$ cat src/hdl/sbte_pkg.sv
`default_nettype none

package sbte_pkg;

  // s_axis_tuser selector
  localparam logic [1:0] OP_REQUEST = 2'd0;
  localparam logic [1:0] OP_RX_BYTE = 2'd1;
  localparam logic [1:0] OP_LINE    = 2'd2;

  // m_axis_tuser kind
  localparam logic KIND_TX   = 1'b0;
  localparam logic KIND_DONE = 1'b1;

  // completion status
  localparam logic [2:0] ST_OK       = 3'd0;
  localparam logic [2:0] ST_LINE     = 3'd1;
  localparam logic [2:0] ST_ECHO     = 3'd2;
  localparam logic [2:0] ST_PROTOCOL = 3'd3;
  localparam logic [2:0] ST_CHECKSUM = 3'd4;

  localparam logic [7:0] SYNC_BYTE    = 8'hFF;
  localparam logic [7:0] BROADCAST_ID = 8'hFE;
  localparam logic [7:0] INSTR_READ   = 8'h02;

  // header, id, length, instruction/error and checksum
  localparam int unsigned FRAME_OVERHEAD = 6;

  localparam int unsigned LEN_W   = 9;  // byte counts up to 270
  localparam int unsigned ECHO_W  = 4;  // packet size up to 9
  localparam int unsigned IN_W    = 56;
  localparam int unsigned OUT_W   = 48;

endpackage

`default_nettype wire

$ cat src/hdl/servo_bus_transaction_engine.sv
`default_nettype none

// Channel   Dir  Handshake                    Payload
// s_axis    in   s_axis_tvalid/s_axis_tready  tuser op; tdata request, rx byte, line flags
// m_axis    out  m_axis_tvalid/m_axis_tready  tuser kind; tlast end of packet; tdata result
//
// Received bytes and line events are each taken as one input item; a completion is
// registered in the same cycle that the closing item is accepted.
// A request of n argument bytes ties up the output while its 6 + n byte packet is read out
// of the packet register file, one byte per cycle unless stalled; no input is taken then.
// Reset clears the transaction state and the output valid flag; the block starts idle.
// A stalled output holds its item; input is still taken while the output register
// is being emptied in the same cycle.
module servo_bus_transaction_engine #(
  parameter int unsigned MAX_ARGS    = 3,
  parameter int unsigned DRAIN_BYTES = 18
) (
  input  wire logic                          clk_i,
  input  wire logic                          rst_ni,

  input  wire logic                          s_axis_tvalid,
  output      logic                          s_axis_tready,
  // servo_id, instruction, arg_count, arg_first, arg_second, arg_third,
  // rx_value, line_flags, 2 bits zero fill
  input  wire logic [sbte_pkg::IN_W-1:0]     s_axis_tdata,
  // op
  input  wire logic [1:0]                    s_axis_tuser,

  output      logic                          m_axis_tvalid,
  input  wire logic                          m_axis_tready,
  // tx_value, status, line_status, device_error, data_low, data_high,
  // data_count, 7 bits zero fill
  output      logic [sbte_pkg::OUT_W-1:0]    m_axis_tdata,
  // tx_last
  output      logic                          m_axis_tlast,
  // kind
  output      logic                          m_axis_tuser
);

  localparam int unsigned PktDepth = 6 + MAX_ARGS;
  localparam int unsigned IdxW     = $clog2(PktDepth);
  localparam int unsigned ArgLim   = (MAX_ARGS < 3) ? MAX_ARGS : 3;
  localparam int unsigned DcW      = $clog2(DRAIN_BYTES + 1);

  localparam logic [1:0] PH_IDLE  = 2'd0;
  localparam logic [1:0] PH_RECV  = 2'd1;
  localparam logic [1:0] PH_DRAIN = 2'd2;

  function automatic logic [7:0] arg_sel(input int idx, input logic [7:0] a0,
                                         input logic [7:0] a1, input logic [7:0] a2);
    logic [7:0] v;
    case (idx)
      0:       v = a0;
      1:       v = a1;
      2:       v = a2;
      default: v = '0;
    endcase
    return v;
  endfunction

  // input fields
  logic [7:0] in_id, in_instr, in_a0, in_a1, in_a2, in_rx;
  logic [1:0] in_argc_raw, in_argc;
  logic [3:0] in_flags;

  assign in_id       = s_axis_tdata[7:0];
  assign in_instr    = s_axis_tdata[15:8];
  assign in_argc_raw = s_axis_tdata[17:16];
  assign in_a0       = s_axis_tdata[25:18];
  assign in_a1       = s_axis_tdata[33:26];
  assign in_a2       = s_axis_tdata[41:34];
  assign in_rx       = s_axis_tdata[49:42];
  assign in_flags    = s_axis_tdata[53:50];

  assign in_argc = (in_argc_raw > 2'(ArgLim)) ? 2'(ArgLim) : in_argc_raw;

  // state
  logic [1:0]                   phase_q, phase_d;
  logic [7:0]                   pkt_q [PktDepth];
  logic [7:0]                   pkt_d [PktDepth];
  logic                         tx_busy_q, tx_busy_d;
  logic [IdxW-1:0]              tx_idx_q, tx_idx_d;
  logic [sbte_pkg::ECHO_W-1:0]  echo_len_q, echo_len_d;
  logic [sbte_pkg::LEN_W-1:0]   byte_count_q, byte_count_d;
  logic [sbte_pkg::LEN_W-1:0]   expected_q, expected_d;
  logic [sbte_pkg::LEN_W-1:0]   reply_size_q, reply_size_d;
  logic [7:0]                   sum_q, sum_d;
  logic [2:0]                   err_q, err_d;
  logic [7:0]                   dev_err_q, dev_err_d;
  logic [7:0]                   reply_low_q, reply_low_d;
  logic [7:0]                   reply_high_q, reply_high_d;
  logic [7:0]                   target_q, target_d;
  logic [DcW-1:0]               drain_q, drain_d;
  logic [3:0]                   held_line_q, held_line_d;

  // output register
  logic                         out_valid_q, out_valid_d;
  logic                         out_kind_q, out_kind_d;
  logic [7:0]                   out_txv_q, out_txv_d;
  logic                         out_last_q, out_last_d;
  logic [2:0]                   out_st_q, out_st_d;
  logic [3:0]                   out_ls_q, out_ls_d;
  logic [7:0]                   out_dev_q, out_dev_d;
  logic [7:0]                   out_lo_q, out_lo_d;
  logic [7:0]                   out_hi_q, out_hi_d;
  logic [1:0]                   out_cnt_q, out_cnt_d;

  logic                         slot_free, s_acc;
  logic [IdxW-1:0]              rd_idx;
  logic [7:0]                   pkt_rd;

  assign slot_free     = !out_valid_q || m_axis_tready;
  assign s_axis_tready = !tx_busy_q && slot_free;
  assign s_acc         = s_axis_tvalid && s_axis_tready;

  // single read port: packet readout while transmitting, echo check afterwards
  assign rd_idx = tx_busy_q ? tx_idx_q : byte_count_q[IdxW-1:0];
  assign pkt_rd = pkt_q[rd_idx];

  logic                         done;
  logic [2:0]                   done_st;
  logic [3:0]                   done_ls;
  logic [sbte_pkg::ECHO_W-1:0]  req_ws;
  logic [7:0]                   req_len, req_sum;
  logic [sbte_pkg::LEN_W-1:0]   r, r_inc, bc_inc;
  logic [1:0]                   ok_cnt;

  always_comb begin
    phase_d      = phase_q;
    pkt_d        = pkt_q;
    tx_busy_d    = tx_busy_q;
    tx_idx_d     = tx_idx_q;
    echo_len_d   = echo_len_q;
    byte_count_d = byte_count_q;
    expected_d   = expected_q;
    reply_size_d = reply_size_q;
    sum_d        = sum_q;
    err_d        = err_q;
    dev_err_d    = dev_err_q;
    reply_low_d  = reply_low_q;
    reply_high_d = reply_high_q;
    target_d     = target_q;
    drain_d      = drain_q;
    held_line_d  = held_line_q;

    done    = 1'b0;
    done_st = sbte_pkg::ST_OK;
    done_ls = '0;

    req_ws  = sbte_pkg::ECHO_W'(sbte_pkg::FRAME_OVERHEAD) + {2'b00, in_argc};
    req_len = 8'd2 + {6'd0, in_argc};
    req_sum = in_id + req_len + in_instr
            + ((in_argc > 2'd0) ? in_a0 : 8'd0)
            + ((in_argc > 2'd1) ? in_a1 : 8'd0)
            + ((in_argc > 2'd2) ? in_a2 : 8'd0);

    r      = byte_count_q - {5'd0, echo_len_q};
    r_inc  = r + 9'd1;
    bc_inc = byte_count_q + 9'd1;

    if (s_acc) begin
      case (s_axis_tuser)
        sbte_pkg::OP_REQUEST: begin
          if (phase_q == PH_IDLE) begin
            for (int k = 0; k < int'(PktDepth); k++) begin
              if (k < 2) begin
                pkt_d[k] = sbte_pkg::SYNC_BYTE;
              end else if (k == 2) begin
                pkt_d[k] = in_id;
              end else if (k == 3) begin
                pkt_d[k] = req_len;
              end else if (k == 4) begin
                pkt_d[k] = in_instr;
              end else if ((k - 5) < int'(in_argc)) begin
                pkt_d[k] = arg_sel(k - 5, in_a0, in_a1, in_a2);
              end else if (k == int'(req_ws) - 1) begin
                pkt_d[k] = ~req_sum;
              end
            end
            echo_len_d = req_ws;
            if (in_id != sbte_pkg::BROADCAST_ID) begin
              reply_size_d = 9'(sbte_pkg::FRAME_OVERHEAD)
                           + ((in_instr == sbte_pkg::INSTR_READ) ? {1'b0, in_a1} : 9'd0);
            end else begin
              reply_size_d = '0;
            end
            expected_d   = {5'd0, req_ws} + reply_size_d;
            target_d     = in_id;
            byte_count_d = '0;
            sum_d        = '0;
            err_d        = sbte_pkg::ST_OK;
            dev_err_d    = '0;
            reply_low_d  = '0;
            reply_high_d = '0;
            drain_d      = '0;
            held_line_d  = '0;
            phase_d      = PH_RECV;
            tx_busy_d    = 1'b1;
            tx_idx_d     = '0;
          end
        end
        sbte_pkg::OP_RX_BYTE: begin
          if (phase_q == PH_RECV) begin
            if (byte_count_q < {5'd0, echo_len_q}) begin
              if ((byte_count_q >= 9'(PktDepth)) || (pkt_rd != in_rx)) begin
                if (err_d == sbte_pkg::ST_OK) err_d = sbte_pkg::ST_ECHO;
              end
            end else begin
              if (((r < 9'd2) && (in_rx != sbte_pkg::SYNC_BYTE)) ||
                  ((r == 9'd2) && (in_rx != target_q)) ||
                  ((r == 9'd3) && ({1'b0, in_rx} != (reply_size_q - 9'd4)))) begin
                if (err_d == sbte_pkg::ST_OK) err_d = sbte_pkg::ST_PROTOCOL;
              end
              if (r == 9'd4) dev_err_d    = in_rx;
              if (r == 9'd5) reply_low_d  = in_rx;
              if (r == 9'd6) reply_high_d = in_rx;
              if ((r >= 9'd2) && (r_inc < reply_size_q)) sum_d = sum_q + in_rx;
              if ((r_inc == reply_size_q) && (in_rx != ~sum_q)) begin
                if (err_d == sbte_pkg::ST_OK) err_d = sbte_pkg::ST_CHECKSUM;
              end
            end
            byte_count_d = bc_inc;
            if (bc_inc >= expected_q) begin
              if (err_d != sbte_pkg::ST_OK) begin
                phase_d = PH_DRAIN;
                drain_d = '0;
              end else begin
                done    = 1'b1;
                phase_d = PH_IDLE;
              end
            end
          end else if (phase_q == PH_DRAIN) begin
            drain_d = drain_q + DcW'(1);
            if (drain_d >= DcW'(DRAIN_BYTES)) begin
              done    = 1'b1;
              done_st = err_q;
              done_ls = held_line_q;
              phase_d = PH_IDLE;
            end
          end
        end
        sbte_pkg::OP_LINE: begin
          if (phase_q == PH_RECV) begin
            if (in_flags[0]) begin
              done    = 1'b1;
              done_st = sbte_pkg::ST_LINE;
              done_ls = in_flags;
              phase_d = PH_IDLE;
            end else if (in_flags != 4'd0) begin
              err_d       = sbte_pkg::ST_LINE;
              held_line_d = in_flags;
              phase_d     = PH_DRAIN;
              drain_d     = '0;
            end
          end else if (phase_q == PH_DRAIN) begin
            done    = 1'b1;
            done_st = err_q;
            done_ls = held_line_q;
            phase_d = PH_IDLE;
          end
        end
        default: ;
      endcase
    end

    // packet readout
    if (tx_busy_q && slot_free) begin
      tx_idx_d = tx_idx_q + IdxW'(1);
      if (tx_idx_q == IdxW'(echo_len_q - 4'd1)) tx_busy_d = 1'b0;
    end
  end

  // result register
  always_comb begin
    out_valid_d = out_valid_q && !m_axis_tready;
    out_kind_d  = out_kind_q;
    out_txv_d   = out_txv_q;
    out_last_d  = out_last_q;
    out_st_d    = out_st_q;
    out_ls_d    = out_ls_q;
    out_dev_d   = out_dev_q;
    out_lo_d    = out_lo_q;
    out_hi_d    = out_hi_q;
    out_cnt_d   = out_cnt_q;

    case (reply_size_q)
      9'd7:    ok_cnt = 2'd1;
      9'd8:    ok_cnt = 2'd2;
      default: ok_cnt = 2'd0;
    endcase

    if (tx_busy_q && slot_free) begin
      out_valid_d = 1'b1;
      out_kind_d  = sbte_pkg::KIND_TX;
      out_txv_d   = pkt_rd;
      out_last_d  = (tx_idx_q == IdxW'(echo_len_q - 4'd1));
      out_st_d    = sbte_pkg::ST_OK;
      out_ls_d    = '0;
      out_dev_d   = '0;
      out_lo_d    = '0;
      out_hi_d    = '0;
      out_cnt_d   = '0;
    end else if (done) begin
      out_valid_d = 1'b1;
      out_kind_d  = sbte_pkg::KIND_DONE;
      out_txv_d   = '0;
      out_last_d  = 1'b0;
      out_st_d    = done_st;
      out_ls_d    = (done_st == sbte_pkg::ST_LINE) ? done_ls : 4'd0;
      out_dev_d   = '0;
      out_lo_d    = '0;
      out_hi_d    = '0;
      out_cnt_d   = '0;
      if (done_st == sbte_pkg::ST_OK && target_q != sbte_pkg::BROADCAST_ID) begin
        out_dev_d = dev_err_d;
        out_lo_d  = (ok_cnt != 2'd0) ? reply_low_d : 8'd0;
        out_hi_d  = (ok_cnt == 2'd2) ? reply_high_d : 8'd0;
        out_cnt_d = ok_cnt;
      end
    end
  end

  always_ff @(posedge clk_i or negedge rst_ni) begin
    if (!rst_ni) begin
      phase_q      <= PH_IDLE;
      tx_busy_q    <= 1'b0;
      tx_idx_q     <= '0;
      echo_len_q   <= '0;
      byte_count_q <= '0;
      expected_q   <= '0;
      reply_size_q <= '0;
      sum_q        <= '0;
      err_q        <= sbte_pkg::ST_OK;
      dev_err_q    <= '0;
      reply_low_q  <= '0;
      reply_high_q <= '0;
      target_q     <= '0;
      drain_q      <= '0;
      held_line_q  <= '0;
      out_valid_q  <= 1'b0;
    end else begin
      phase_q      <= phase_d;
      tx_busy_q    <= tx_busy_d;
      tx_idx_q     <= tx_idx_d;
      echo_len_q   <= echo_len_d;
      byte_count_q <= byte_count_d;
      expected_q   <= expected_d;
      reply_size_q <= reply_size_d;
      sum_q        <= sum_d;
      err_q        <= err_d;
      dev_err_q    <= dev_err_d;
      reply_low_q  <= reply_low_d;
      reply_high_q <= reply_high_d;
      target_q     <= target_d;
      drain_q      <= drain_d;
      held_line_q  <= held_line_d;
      out_valid_q  <= out_valid_d;
    end
  end

  always_ff @(posedge clk_i) begin
    pkt_q      <= pkt_d;
    out_kind_q <= out_kind_d;
    out_txv_q  <= out_txv_d;
    out_last_q <= out_last_d;
    out_st_q   <= out_st_d;
    out_ls_q   <= out_ls_d;
    out_dev_q  <= out_dev_d;
    out_lo_q   <= out_lo_d;
    out_hi_q   <= out_hi_d;
    out_cnt_q  <= out_cnt_d;
  end

  assign m_axis_tvalid = out_valid_q;
  assign m_axis_tuser  = out_kind_q;
  assign m_axis_tlast  = out_last_q;
  assign m_axis_tdata  = {7'd0, out_cnt_q, out_hi_q, out_lo_q, out_dev_q,
                          out_ls_q, out_st_q, out_txv_q};

  // no input while the packet is being read out
  a_no_accept_in_tx : assert property (@(posedge clk_i) disable iff (!rst_ni)
    tx_busy_q |-> !s_axis_tready)
    else $error("input accepted during packet readout");

  // a request taken while idle starts the readout
  a_req_starts_tx : assert property (@(posedge clk_i) disable iff (!rst_ni)
    (s_acc && s_axis_tuser == sbte_pkg::OP_REQUEST && phase_q == PH_IDLE) |=> tx_busy_q)
    else $error("request did not start packet readout");

  // draining always has a failure recorded
  a_drain_has_err : assert property (@(posedge clk_i) disable iff (!rst_ni)
    (phase_q == PH_DRAIN) |-> (err_q != sbte_pkg::ST_OK))
    else $error("drain phase without error");

  // a completion never carries end of packet
  a_done_not_last : assert property (@(posedge clk_i) disable iff (!rst_ni)
    (m_axis_tvalid && m_axis_tuser == sbte_pkg::KIND_DONE) |-> !m_axis_tlast)
    else $error("completion marked as last packet byte");

endmodule

`default_nettype wire

$ cat config.mk
export PLATFORM = sky130hd
export DESIGN_NAME = servo_bus_transaction_engine
export DESIGN_NICKNAME = d
export VERILOG_FILES = /design/src/hdl/sbte_pkg.sv /design/src/hdl/servo_bus_transaction_engine.sv
export SDC_FILE = /design/constraint.sdc
export NUM_CORES = 1
export LEC_CHECK = 0
export BUFFER_PORTS_ARGS = -buffer_cell sky130_fd_sc_hd__buf_2
export CORE_MARGIN = 2
export CORE_UTILIZATION = 60
export CTS_CLUSTER_SIZE = 20
export DETAILED_ROUTE_END_ITERATION = 12
export PLACE_DENSITY = 0.9
export RECOVER_POWER = 100
export SETUP_SLACK_MARGIN = 0.05
export SLEW_MARGIN = 20
export SYNTH_ARGS = -nofsm -noshare
export SYNTH_HDL_FRONTEND = slang
export SYNTH_SLANG_ARGS = --single-unit
export TNS_END_PERCENT = 10
$ cat constraint.sdc
create_clock -name clk_i -period 5.25 [get_ports clk_i]
set_input_delay 0.525 -clock clk_i [delete_from_list [all_inputs] [get_ports clk_i]]
set_output_delay 0.525 -clock clk_i [all_outputs]
set_load 0.05 [all_outputs]
==> results.yml, run 1 <==
cells_and_area:
  drive_gt1_share_pct: 8.69
  final_nets: 1440
  diodes: 0
  final_common_cell: "nand2_1"
  fill_cells: 1436
  design_area_um2: 12800
  final_cell_mix: "171 x nand2_1, 88 x dfrtp_1, 76 x clkbuf_1, 69 x nor2_1, 66 x inv_1"
  area_delta_synth_final_pct: 10.2
worst_setup_path:
  reg2reg_slack_ns: 0.25
  crit_path_end_kind: "flop"
  slowest_stage: "clkbuf_1"
  start_kind: "flop"
  cp_max_fo: 19
  crit_path_max_incr_delay_ns: 0.74
  crit_type: "reg2reg"
  crit_buf_inv: 3
  arrival_ns: 5.33
  cpLargestDelayFamily: "compound AO/OA/AOI/OAI gates"
  cp.required_ns: 5.57
  worstPathCellList: "clkbuf_1, mux2i_1, nor2_1, a221oi_1, a221o_1, o221ai_1, nor4_1, a31o_1, a211oi_4, buf_4, clkbuf_2, a32o_1"
  worstRegToRegCells: 12
  path_depth: 12
global_route:
  use_met1_pct: 40.0
  use_met3_pct: 5.37
  grt_pass1_vias: 9643
  top_usage_layer: "met2"
  grt_start_max_net_pins: 82
  overflow: 0
  antenna_found_initial: 0
  grt_pass1_wl_um: 49100
  grt.total_usage_pct: 31.1
  use_met2_pct: 49.7
sta:
  fmax_mhz: 200
  timing_worst_slew_pin_value_ns: 2.07
  finalSetupViolCount: 0
  worst_slack_ns: 0.247
  finalHoldViolations: 0
  min_period_ns: 5.00
  fin_tns_setup_ns: 0
  rsz0062_at_grt: "no"
  relSlewSlack_pct: -38.2
  finalCritPeriodShare_pct: 95.3
  timing.final.max_slew_violations: 138
  finClkSkew_ns: 0.00951
placement:
  dp_hpwl_um: 22500
  gp_congestion: 0.933
  numPortBuffers: 104
  dp_slack_ns: 0.197
  placed_area_um2: 12300
synthesis:
  syn_area_um2: 11600
  synth-edff-count: 60
  yosysSeqAreaShare_pct: 40.5
  yosysUniqueCellTypes: 83
  yosysWarnings: 0
  avgSynthCellArea_um2: 9.72
  synthCells: 1198
  ys.flop_type: "dfrtp_1"
  ys_seq_elements: 183
  synth_async_sr_flop_share_pct: 48.6
clocking:
  cts_buffers: 17
  cts.sinks: 183
  htreeDepth: 4
  insertion_delay_ns: 0.44
  cts_buffer_depth: 2
  clk_pin_slew_ns: 0.07
  cts_tree: "done"
  root_buffer: "clkbuf_16"
floorplanning:
  die_h_um: 143
  coreArea_um2: 18900
  fp-row-count: 50
  dieArea_um2: 20500
  start_util_pct: 61.6
  die_x_um: 143
  pin_count: 114
route:
  drc: 0
  ant_nets: 0
  routed_wl_um: 31000
  viasPerCell: 6.32
  first_pass_iters: 7
  vias: 9852
  wire_per_inst_um: 19.9
  drtIter0Drc: 966
min_path:
  min_path_type: "in2reg"
  hold_depth: 2
status:
  violations: "capacitance limit, slew limit"
  outcome: "complete, but fails checks"
power_and_ir_drop:
  vdd_ir_drop_max_uv: 299
  finalPower_w: 0.00618
  powerDensity_nw_per_um2: 482
  p_leak_nw: 5.64
run:
  cap_violations: 4
-- power by group --
group | internal (W) | total (W) | switching (W)
clock network | 0.000671 | 0.00125 | 0.000584
registers | 0.00173 | 0.00192 | 0.000192
logic | 0.00113 | 0.00300 | 0.00188
-- timing repair --
action / in CTS / in global routing
endpoints found under the hold margin: 8 / 0
buffers inserted: 0 / 3
setup endpoints to repair: 0 / 44
resized for setup: 0 / 5
hold buffers: 1 / 0
-- area by class of cell --
class	count	area [µm²]	area share (%)
Multi-Input combinational cell	891	6390	49.8
Sequential cell	183	4710	36.7
Timing Repair Buffer	126	573	4.47
Clock buffer	20	437	3.40
Tap cell	260	325	2.54
Inverter	68	255	1.99
Clock inverter	12	135	1.05
-- synthesized netlist by cell type (all sizes together) (5+ instances only) --
library cell / number / area (µm²)
nand2: 172 / 646
dfrtp: 89 / 2230
nor2: 69 / 259
inv: 68 / 255
ha: 65 / 813
edfxtp: 60 / 1800
o21ai: 59 / 295
xnor2: 47 / 412
mux2i: 44 / 453
a21oi: 35 / 175
dfxtp: 34 / 681
clkbuf: 32 / 121
buf: 30 / 195
nand3: 30 / 150
a21o: 29 / 218
a22o: 26 / 228
fa: 26 / 521
xor2: 22 / 193
nor3: 20 / 111
and3: 19 / 119
and2: 17 / 106
nor2b: 16 / 100
a32o: 13 / 130
nand4: 13 / 81.3
a22oi: 11 / 82.6
mux2: 10 / 113
nand2b: 10 / 62.6
nor4: 10 / 68.8
a211oi: 8 / 77.6
o311ai: 7 / 61.3
or2: 7 / 43.8
a31oi: 6 / 37.5
nand4b: 6 / 52.6
o21a: 6 / 45.0
a32oi: 5 / 43.8
o211ai: 5 / 37.5
o21bai: 5 / 37.5
or3: 5 / 31.3
-- metrics by stage --
stage	util, %	std cells	hold slack (ns)
after floorplan	-	1204	0.229
after global placement	65.3	1524	0.351
after detailed placement	65.3	1524	0.352
after CTS	68.4	1557	0.317
after global routing	67.9	1560	0.394
final	67.9	1560	0.391
-- kinds of logic (layout without fill, tap and decap cells) --
logic type / after synthesis / count (layout) / synth area share, %
DFF: 183 / 183 / 40.5
muxes: 55 / 55 / 5.05
buffers and inverters: 130 / 226 / 4.91
other: 1 / 7 / 0.0322
and+or+nand+nor: 411 / 411 / 17.0
xor gates and xnor gates: 69 / 69 / 5.19
adders and majority gates: 91 / 91 / 11.5
AOI/OAI and AO/OA: 258 / 258 / 15.9
-- worst paths after layout --
kind                                  start              end
max                               tx_busy_q      out_st_q[1]
min                        s_axis_tdata[51]   held_line_q[1]
max reg2reg                       tx_busy_q      out_st_q[1]
min reg2reg                    out_cnt_q[1]     out_cnt_q[1]
max in group asynchronous            rst_ni  byte_count_q[1]
min in group asynchronous            rst_ni       drain_q[3]
-- per-layer routing --
metal	up-vias	wire [µm]
met5	-	0
met4	0	1660
met3	123	3110
met2	636	14300
met1	4650	12000
li1	4443	-
-- flip-flops by register name, indices dropped and copies added (netlist names), 5 cells and up --
name	count
pkt_q	51
byte_count_q	9
expected_q	9
reply_size_q	9
dev_err_q	8
out_dev_q	8
out_hi_q	8
out_lo_q	8
out_txv_q	8
reply_high_q	8
reply_low_q	8
sum_q	8
target_q	8
drain_q	5
Power figures use the tool's default switching activity.
==> inputs of run 2 (changes only) <==
- ABC_AREA: unset -> 1
==> run 2 against run 1 <==
Effect of this change: the flow still finishes with violations (capacitance limit, slew limit); power up 14%; first-iteration DRC count up 19%; core utilization fell by 0.45 points; clock power increased by 9.6%; via count up 13%; register-to-register slack improved by 0.21 ns; fmax rose by 4.3%; area after synthesis increased by 3.4%; global-route usage rose by 0.14 points; combinational power is 19% higher; flip-flop and latch count unchanged; critical endpoint is now tx_idx_q[1].
==> results.yml, run 2 <==
status:
  outcome: "complete, but fails checks"
  violations: "capacitance limit, slew limit"
clocking:
  insertion_delay_ns: 0.46
  htreeDepth: 4
  cts_buffers: 17
  clk_pin_slew_ns: 0.08
  cts_buffer_depth: 2
  cts_resized: 0
  root_buffer: "clkbuf_16"
  cts.sinks: 183
  cts_tree: "done"
global_route:
  grt.total_usage_pct: 31.2
  grt_start_max_net_pins: 68
  grt_pass1_wl_um: 53400
  overflow: 0
  antenna_found_initial: 0
  grt_pass1_vias: 10953
power_and_ir_drop:
  switching_share_pct: 46.8
  internal-power_w: 0.00374
  pwr-share-comb_pct: 51.0
  seq_power_share_pct: 29.5
  vdd_ir_drop_max_uv: 286
  finalPower_w: 0.00703
  netSwitchingPower_w: 0.00329
  p_leak_nw: 6.43
  powerDensity_nw_per_um2: 532
  pwr-share-clk_pct: 19.5
synthesis:
  synth_common_cells: "421 x nand2_1, 219 x inv_1, 136 x nor2_1, 118 x nand3_1, 89 x dfrtp_1"
  synthCells: 1560
  ys_seq_elements: 183
  avgSynthCellArea_um2: 7.71
  ys.flop_type: "dfrtp_1"
  syn_area_um2: 12000
  synth_top_area_cell: "dfrtp_1"
  synthTopCellsByArea: "dfrtp_1 19%, edfxtp_1 15%, nand2_1 13%"
  yosysSeqAreaShare_pct: 39.1
  yosysTopAreaCellShare_pct: 18.5
  synth_async_sr_flop_share_pct: 48.6
  synth.most_common_cell: "nand2_1"
  yosysWarnings: 0
  synth-edff-count: 60
  yosysUniqueCellTypes: 50
worst_setup_path:
  reg2reg_slack_ns: 0.46
  rr_startpoint: "tx_busy_q"
  arrival_ns: 5.16
  r2r_end: "tx_idx_q[1]"
  crit_path_end_kind: "flop"
  start_kind: "flop"
  crit_type: "reg2reg"
  cp_max_fo: 33
  cp.required_ns: 5.61
  worstRegToRegCells: 12
sta:
  rsz0062_at_grt: "no"
  fmax_mhz: 209
  timing_worst_slew_pin_value_ns: 2.09
  finClkSkew_ns: 0.0138
  min_period_ns: 4.79
  relSlewSlack_pct: -39.5
  finalCritPeriodShare_pct: 91.3
  finalHoldViolations: 0
  timing.final.max_slew_violations: 119
  finalSetupViolCount: 0
  fin_tns_setup_ns: 0
placement:
  numPortBuffers: 104
  gp_congestion: 0.972
  dp_hpwl_um: 23300
cells_and_area:
  final_nets: 1806
  fill_cells: 1539
  final_common_cell: "nand2_1"
  area_delta_synth_final_pct: 9.83
  multi_input_area_um2: 6160
  largest_reg_flops: 51
  drive_gt1_share_pct: 6.54
  final_cell_mix: "427 x nand2_1, 219 x inv_1, 137 x nor2_1, 118 x nand3_1, 89 x dfrtp_1"
  top_register: "pkt_q"
  register_area_um2: 4710
min_path:
  min_path_type: "in2reg"
  hold_depth: 1
  min_from: "s_axis_tdata[7]"
  hold_end: "pkt_q[55]"
floorplanning:
  coreArea_um2: 19600
  die_h_um: 146
  fp-row-count: 51
  die_x_um: 146
  dieArea_um2: 21200
  start_util_pct: 61.4
  pin_count: 114
route:
  drtIter0Drc: 1151
  routed_wl_um: 32300
  viasPerCell: 5.78
  vias: 11174
  wire_per_inst_um: 16.7
  first_pass_iters: 6
  drc: 0
  ant_nets: 0
run:
  cap_violations: 5
run 2: cell types whose count changed in the layout (fill, tap and decap cells not counted), sizes merged, moves of 26 or more:
| cell | delta |
|---|---|
| mux2i | -44 |
| a21oi | +36 |
| a21o | -29 |
| nor2 | +71 |
| nand3 | +89 |
| inv | +160 |
| nand2 | +263 |
| a22o | -26 |
run 2: metrics by stage:
step                area [µm²]  util, %  hold slack [ns]  worst slack, ns  std cells
floorplan                12100        -            0.229             1.12       1566
global placement         12700     65.0            0.444            0.845       1898
detailed placement       12700     65.0            0.444            0.720       1898
CTS                      13400     68.2            0.269            0.649       1931
global route             13200     67.4            0.306           0.0870       1931
finish                   13200     67.4            0.298            0.455       1932
run 2: cell families (layout without fill, tap and decap cells):
| kind of cell | count (synthesis) | in the layout | synth area share, % |
|---|---|---|---|
| AO/OA/AOI/OAI | 211 | 211 | 10.1 |
| XOR/XNOR | 47 | 47 | 3.48 |
| adder cells (fa/ha/maj) | 91 | 91 | 11.1 |
| buffers and inverters | 278 | 378 | 9.47 |
| flip-flops | 183 | 183 | 39.1 |
| other | 1 | 8 | 0.0312 |
| AND/OR/NAND/NOR | 749 | 749 | 26.7 |
run 2: metal layers:
layer,track usage [%],up-vias,routed length (µm)
met1,40.1,5177,13000
met2,52.0,653,15100
met4,15.5,0,1350
met5,0,-,0
li1,-,5212,-
met3,4.42,132,2900
run 2: worst max-delay path by stage:
stage                     start           end  slack (ns)  cells after the start
4_1_cts         byte_count_q[0]  out_txv_q[4]        0.65                     24
2_1_floorplan  s_axis_tdata[17]     pkt_q[31]        1.12                     17
3_5_place_dp    byte_count_q[0]  out_txv_q[4]        0.72                     24
3_3_place_gp    byte_count_q[0]  out_txv_q[4]        0.85                     24
6_report              tx_busy_q   tx_idx_q[1]        0.46                     12
5_1_grt               tx_busy_q   tx_idx_q[1]        0.09                     12
run 2: power by group through the flow:
stage | logic (W) | registers [W] | clock network [W]
finish | 0.00358 | 0.00207 | 0.00137
global route | 0.00402 | 0.00211 | 0.00142
CTS | 0.00358 | 0.00206 | 0.00136
detailed placement | 0.00350 | 0.00209 | 0
global placement | 0.00334 | 0.00207 | 0
floorplan | 0.00264 | 0.00218 | 0
run 2: layout make-up:
type | instances | area share (%)
clock inverter | 15 | 1.52
antenna | 1 | 0.0189
sequential | 183 | 35.6
timing repair buffer | 117 | 3.97
multi-input combinational | 1105 | 46.6
clock buffer | 17 | 3.22
tap | 265 | 2.51
inverter | 229 | 6.52
run 2: what timing repair did:
action                                 4_1_cts  5_1_grt
hold buffers                                 1        0
endpoints found under the hold margin       22        0
setup buffers                                0        0
run 2: critical path, stage by stage (launching register included):
cell and delay [ns]:
dfrtp_1 0.61, clkinvlp_2 0.45, nand2_1 0.18, inv_1 0.11, nand2_1 0.21, inv_1 0.09, nand3_1 0.09, clkbuf_1 1.09
inv_1 0.76, clkbuf_2 0.57, nor2_1 0.28, inv_1 0.08, o21ai_0 0.17
